$ cat config.mk
export PLATFORM = sky130hd
export DESIGN_NAME = dss_mac
export DESIGN_NICKNAME = d
export VERILOG_FILES = /design/src/sv/diagonal_state_space_scan_defines.svh /design/src/sv/dss_pkg.sv /design/src/sv/dss_mac.sv
export SDC_FILE = /design/constraint.sdc
export NUM_CORES = 2
export LEC_CHECK = 0
export ABC_AREA = 0
export BUFFER_PORTS_ARGS = -buffer_cell sky130_fd_sc_hd__clkbuf_2
export CORE_ASPECT_RATIO = 0.8
export CORE_UTILIZATION = 59
export DETAILED_ROUTE_END_ITERATION = 7
export PLACE_DENSITY = 0.89
export REMOVE_ABC_BUFFERS = 1
export SLEW_MARGIN = 20
export SYNTH_ARGS = -nofsm -noshare
export SYNTH_HDL_FRONTEND = slang
export SYNTH_SLANG_ARGS = --single-unit
$ cat constraint.sdc
create_clock -name clk -period 8 [get_ports clk]
set_input_delay 1.6 -clock clk [delete_from_list [all_inputs] [get_ports clk]]
set_output_delay 1.6 -clock clk [all_outputs]
set_load 0.03 [all_outputs]
$ cat src/sv/diagonal_state_space_scan_defines.svh
// Assertion macros shared by the diagonal state-space scan RTL.
`ifndef DIAGONAL_STATE_SPACE_SCAN_DEFINES_SVH
`define DIAGONAL_STATE_SPACE_SCAN_DEFINES_SVH

`ifndef NO_ASSERTIONS
// Same-cycle implication, checked out of reset.
`define DSS_ASSERT_IMP(lbl, ante, cons) \
  lbl: assert property (@(posedge clk) disable iff (!rst_n) (ante) |-> (cons)) \
    else $error("diagonal_state_space_scan: check failed");
// Next-cycle implication, checked out of reset.
`define DSS_ASSERT_NXT(lbl, ante, cons) \
  lbl: assert property (@(posedge clk) disable iff (!rst_n) (ante) |=> (cons)) \
    else $error("diagonal_state_space_scan: check failed");
`else
`define DSS_ASSERT_IMP(lbl, ante, cons)
`define DSS_ASSERT_NXT(lbl, ante, cons)
`endif

`endif

$ cat src/sv/dss_pkg.sv
// Types, constants and rounding helper for the diagonal state-space scan.
`timescale 1ns / 1ps
package dss_pkg;

  localparam int NUM_MODES = 32;
  localparam int MODE_W    = $clog2(NUM_MODES);
  localparam int CNT_W     = $clog2(NUM_MODES + 1);
  localparam int IDX_W     = 5;

  // State accumulator covers decay*x twice plus the scaled gain term.
  localparam int ACC_S_W = 50;
  // Output accumulator adds two doubled readout terms per mode.
  localparam int ACC_Y_W = ACC_S_W + MODE_W;

  localparam int FRAC_DROP = 13;
  localparam int U_SHIFT   = 12;

  localparam logic ACT_LOAD   = 1'b0;
  localparam logic ACT_SAMPLE = 1'b1;

  localparam logic CFG_FEEDTHROUGH = 1'b0;
  localparam logic CFG_MODES       = 1'b1;

  typedef logic [2:0] mac_op_t;
  localparam mac_op_t OP_NONE    = 3'd0;
  localparam mac_op_t OP_S_LOAD  = 3'd1;
  localparam mac_op_t OP_S_ADD   = 3'd2;
  localparam mac_op_t OP_S_SUB   = 3'd3;
  localparam mac_op_t OP_S_ADDSH = 3'd4;
  localparam mac_op_t OP_Y_LDSH  = 3'd5;
  localparam mac_op_t OP_Y_ADD2  = 3'd6;
  localparam mac_op_t OP_Y_SUB2  = 3'd7;

  typedef struct packed {
    mac_op_t            op;
    logic signed [15:0] a;
    logic signed [31:0] b;
  } mac_req_t;

  typedef struct packed {
    logic signed [15:0] decay_re;
    logic signed [15:0] decay_im;
    logic signed [15:0] gain_re;
    logic signed [15:0] gain_im;
    logic signed [15:0] readout_re;
    logic signed [15:0] readout_im;
  } coef_t;

  typedef struct packed {
    logic signed [31:0] re;
    logic signed [31:0] im;
  } cstate_t;

  typedef struct packed {
    logic               sat;
    logic signed [31:0] val;
  } rsat_t;

  localparam logic signed [ACC_Y_W-1:0] RND_BIAS = ACC_Y_W'(4096);
  localparam logic signed [ACC_Y_W-1:0] SAT_MAX  = ACC_Y_W'(32'h7FFF_FFFF);
  localparam logic signed [ACC_Y_W-1:0] SAT_MIN  = ~SAT_MAX;

  // Drop 13 fraction bits, round to nearest with ties up, saturate to 32 bits.
  function automatic rsat_t round_sat(input logic signed [ACC_Y_W-1:0] v);
    logic signed [ACC_Y_W-1:0] t;
    logic signed [ACC_Y_W-1:0] q;
    rsat_t r;
    t = v + RND_BIAS;
    q = t >>> FRAC_DROP;
    if (q > SAT_MAX) begin
      r.sat = 1'b1;
      r.val = 32'sh7FFF_FFFF;
    end else if (q < SAT_MIN) begin
      r.sat = 1'b1;
      r.val = 32'sh8000_0000;
    end else begin
      r.sat = 1'b0;
      r.val = q[31:0];
    end
    return r;
  endfunction

endpackage

$ cat src/sv/dss_mac.sv
// Shared 16x32 multiplier with state and output accumulators.
`timescale 1ns / 1ps
module dss_mac (
  input  logic                                clk,
  input  logic                                rst_n,
  input  dss_pkg::mac_req_t                   req,
  output logic signed [dss_pkg::ACC_S_W-1:0]  acc_s,
  output logic signed [dss_pkg::ACC_Y_W-1:0]  acc_y
);
  import dss_pkg::*;

  logic signed [47:0]        prod_r;
  mac_op_t                   op_r;
  logic signed [ACC_S_W-1:0] acc_s_r;
  logic signed [ACC_S_W-1:0] acc_s_nxt;
  logic signed [ACC_Y_W-1:0] acc_y_r;
  logic signed [ACC_Y_W-1:0] acc_y_nxt;
  logic signed [ACC_S_W-1:0] p_s;
  logic signed [ACC_Y_W-1:0] p_y;

  // Multiply stage.
  always_ff @(posedge clk) begin
    if (!rst_n) begin
      op_r <= OP_NONE;
    end else begin
      op_r <= req.op;
    end
    prod_r <= req.a * req.b;
  end

  assign p_s = ACC_S_W'(prod_r);
  assign p_y = ACC_Y_W'(prod_r);

  // Accumulate stage.
  always_comb begin
    acc_s_nxt = acc_s_r;
    acc_y_nxt = acc_y_r;
    unique case (op_r)
      OP_S_LOAD:  acc_s_nxt = p_s;
      OP_S_ADD:   acc_s_nxt = acc_s_r + p_s;
      OP_S_SUB:   acc_s_nxt = acc_s_r - p_s;
      OP_S_ADDSH: acc_s_nxt = acc_s_r + (p_s <<< U_SHIFT);
      OP_Y_LDSH:  acc_y_nxt = p_y <<< U_SHIFT;
      OP_Y_ADD2:  acc_y_nxt = acc_y_r + (p_y <<< 1);
      OP_Y_SUB2:  acc_y_nxt = acc_y_r - (p_y <<< 1);
      default:    ;
    endcase
  end

  always_ff @(posedge clk) begin
    acc_s_r <= acc_s_nxt;
    acc_y_r <= acc_y_nxt;
  end

  assign acc_s = acc_s_r;
  assign acc_y = acc_y_r;

endmodule
---- Yosys cells after proc, flatten, opt, wreduce, memory -nomap -nowiden ----
Index checks and enable logic that the tools add are counted.
word-level totals
  memory bits (writable) .................. 0
  register bits after elaboration ......... 156
  input port bits ......................... 53
  ROM bits ................................ 0
  output and inout port bits .............. 105
  memories ................................ 0
  bits in latches ......................... 0
operators by class
  add/sub/neg operators ................... 5
  reduce and logical (&&, ||, !) cells .... 2
  bitwise operators ....................... 0
  mux-type cells .......................... 2
  eq/ne operators ......................... 7
  magnitude comparators ................... 0
  $mul .................................... 1
  shift operators ......................... 0
  div/mod/pow operators ................... 0
operators with widths
  operator                                                         count
  50-bit case mux with 4 select lines                              1
  55-bit case mux with 3 select lines                              1
  55-bit by 49-bit adder with 55-bit output                        1
  55-bit by 49-bit subtractor with 55-bit output                   1
  50-bit by 48-bit adder with 50-bit output                        1
  50-bit adder                                                     1
  50-bit by 48-bit subtractor with 50-bit output                   1
  16-bit by 32-bit multiplier with 48-bit output                   1
  3-bit == test, second input constant                             4
  3-bit by 2-bit == test with 1-bit output, second input constant  2
  4-bit nonzero test                                               1
  3-bit by 1-bit == test with 1-bit output, second input constant  1
  3-bit nonzero test                                               1

---- Longest topological paths before layout ----
  depth after elaboration ................. 2
  depth in mapped cells ................... 26

---- Worst setup path after synthesis ----
Ideal clock, no wire load.
  kind .................................... input port to flip-flop
  start point ............................. in req[47] (netlist bit)
  end point ............................... reg prod_r[38]
  arrival time ............................ 7.500 ns
  path buffers ............................ 1
  required time ........................... 7.872 ns
  stages .................................. 22
  slack ................................... 0.372 ns
  cells stage by stage .................... inv_2 > buf_1 > nor2_1 > fa_1 > fa_1 > fa_1 > fa_1 > fa_1 > inv_1 > fa_1 > inv_1 > ha_1 > and3_1 > and3_1 > nand3_1 > o22ai_2 > o21bai_2 > a31oi_1 > a311o_1 > a2111oi_2 > nor3_1 > xor2_1
between the ends
  word-level cells in the longest chain between the ends .. 1
ends and longest elaborated chain
  item                                            RTL line       RTL
  start: declaration                              dss_mac.sv:6   input dss_pkg::mac_req_t req,
  16-bit by 32-bit multiplier with 48-bit output  dss_mac.sv:28  prod_r <= req.a * req.b;
  end signal: assignment                          dss_mac.sv:28
  end: declaration                                dss_mac.sv:12  logic signed [47:0] prod_r;
Every way passes these cells.
A chain may end at the register's enable or synchronous reset.

---- Worst setup path in the final report ----
  start point ............................. in req[38] (netlist bit)
  end point ............................... reg prod_r[38]
The elaborated chain is that of the path after synthesis.

==> results.json <==
{
  "multi_input_area_mm2": 0.0257,
  "rsz0062_at_grt": "false",
  "cts_tree": "yes",
  "antenna_found_initial": 0,
  "cp_data_arrival_time_ns": 7.99,
  "post_drt_via_cell_ratio": 6.09,
  "whs_path_depth": 2,
  "syn_avg_cell_area_um2": 8.56,
  "crit_path_end": "prod_r[38]$_DFF_P_",
  "die_x_um": 265,
  "gp_congestion": 0.975,
  "htreeDepth": 4,
  "startpoint_type": "input port",
  "netlist_area_mm2": 0.0327,
  "area_delta_synth_final_pct": 7.24,
  "clock_skew_ns": 0.0131,
  "final_common_cell": "inv_1",
  "cts_buffer_depth": 2,
  "slowest_delay_ns": 0.59,
  "drt-initial-drc-count": 2961,
  "ys_seq_area_share_pct": 12.7,
  "synth_cell_type_count": 95,
  "crit_cells": 25,
  "fin_nets": 4700,
  "netlist.area_leader.share_pct": 29.9,
  "grt_first_pass_wirelength_mm": 152,
  "fin_crit_sh_pct": 95.7,
  "required_ns": 8.33,
  "placementRows": 76,
  "drv_cap": 0,
  "r2r-end": "acc_y[43]$_DFFE_PP_",
  "synth_top_area_cell": "fa_1",
  "synth_edf_count": 104,
  "core_mm2": 0.0543,
  "setup-tns-final_ns": 0,
  "hpwl_mm": 76.0,
  "grt_overflow_total": 0,
  "path_clk_slew_ns": 0.07,
  "fin_util_pct": 64.6,
  "hold_path_class": "reg -> reg",
  "cts_setup_buffers": 0,
  "r2r_slack_ns": 2.53,
  "grt_pass1_vias": 28434,
  "ys.warnings.count": 0,
  "finalSetupViolations": 0,
  "async_flop_share_pct": 0,
  "cts_sinks": 155,
  "clk_latency_ns": 0.46,
  "synth_seq_cells": 155,
  "violations": "design-rule violations",
  "path_class": "in -> reg",
  "final_hold_viol_count": 0,
  "dr.pass1.iters": 8,
  "worstSetupStartpoint": "req[38]",
  "critPathTopFamily": "adder cells",
  "root_buffer": "clkbuf_16",
  "vias": 28390,
  "ctsResizeCount": 0,
  "max_freq_ghz": 0.131,
  "final.min_clock_period_ns": 7.66,
  "slew_headroom_pct": 29.8,
  "nFillCells": 4218,
  "end_kind": "flop",
  "cp_max_fo": 18,
  "wire_per_inst_um": 20.5,
  "cts_buffers": 17,
  "grt.total_usage_pct": 34.4,
  "slew_viol_final": 0,
  "cts-hold-fix-buffers": 0,
  "wl_mm": 95.3,
  "rr_worst_depth": 16,
  "status": "finished with violations",
  "die_area_mm2": 0.0564,
  "drc_errors": 1,
  "io_buffers": 156,
  "layout_common_cells": "602 x inv_1, 489 x fa_1, 467 x nand2_1, 254 x ha_1, 224 x and2_1",
  "worstMarginPinSlew_ns": 1.05,
  "slowest_stage": "fa_1",
  "drive_gt1_share_pct": 8.35,
  "timing.rr.start": "prod_r[0]$_DFF_P_",
  "die_h_um": 213,
  "grt_max_degree": 88,
  "n_antenna_cell": 0,
  "initial_core_util_pct": 60.2,
  "seqCellArea_mm2": 0.00414,
  "synthTopCellsByArea": "fa_1 30%, ha_1 9.7%, edfxtp_1 9.5%",
  "drtAntennaViolNets": 0,
  "whs_ns": 0.743,
  "cp.buffers_inverters": 7,
  "ys.flop_type": "edfxtp_1",
  "syn_inst": 3819,
  "boundaryPins": 158
}
==> how the worst min path moves through the flow <==
stage / from / to / slack [ns]
2_1_floorplan: prod_r[5]$_DFF_P_ / acc_y[17]$_DFFE_PP_ / 0.62
3_3_place_gp: op_r[1]$_SDFF_PN0_ / acc_y[2]$_SDFFCE_PP0P_ / 0.73
3_5_place_dp: op_r[1]$_SDFF_PN0_ / acc_y[1]$_SDFFCE_PP0P_ / 0.75
4_1_cts: op_r[1]$_SDFF_PN0_ / acc_y[1]$_SDFFCE_PP0P_ / 0.74
5_1_grt: op_r[1]$_SDFF_PN0_ / acc_y[1]$_SDFFCE_PP0P_ / 0.79
6_report: op_r[1]$_SDFF_PN0_ / acc_y[1]$_SDFFCE_PP0P_ / 0.74
==> stage by stage <==
step	std cells	setup WS [ns]	instance area, um2
floorplan	3649	0.531	32100
global placement	4625	0.121	34500
detailed placement	4625	-0.0938	34500
CTS	4657	0.369	35100
global route	4658	0.0491	35100
finish	4658	0.342	35100
==> kinds of logic (layout without fill, tap and decap cells) <==
group	after synthesis	in the layout	share of synthesized area (%)
AOI/OAI and AO/OA	703	703	14.2
xor gates and xnor gates	248	248	6.66
adders and majority gates	743	743	39.6
buffers and inverters	774	872	8.92
DFF	155	155	12.7
muxes	10	10	0.318
other	1	1	0.0115
and+or+nand+nor	1185	1185	17.6
==> Yosys cell counts, types with 86 or more instances <==
master and number:
nand2_1 468, clkbuf_1 153, inv_1 602, fa_1 489, o21ai_0 162, a21oi_1 180, and2_1 224, ha_1 254
edfxtp_1 104, a21o_1 86, xnor2_1 156, xor2_1 91, nor2_1 209
==> tightest hold or removal path: cells and delay by family, from the launching register on <==
family | cells | cell delay, ns
flops | 1 | 0.40
simple gates | 2 | 0.19
==> sequential cells by signal (all words and copies together), names as in the netlist <==
register / count
op_r: 3
prod_r: 48
acc_y: 54
acc_s: 50
==> final cells by class <==
type / count / share of cell area [%]
sequential: 155 / 11.8
timing repair buffer: 236 / 4.29
clock inverter: 15 / 0.392
clock buffer: 17 / 1.21
multi-input combinational: 2890 / 73.2
tap: 741 / 2.64
inverter: 604 / 6.46
==> layer usage <==
layer	share of wire [%]	GRT usage, %	wire length (um)
met5	0	0	0
met4	3.4	10.7	3290
met3	14	8.72	12900
met2	44	53.9	41700
met1	39	46.9	37400
Power is not shown: default switching activity piles up to over one toggle a cycle in this logic, so the estimate is an artifact.
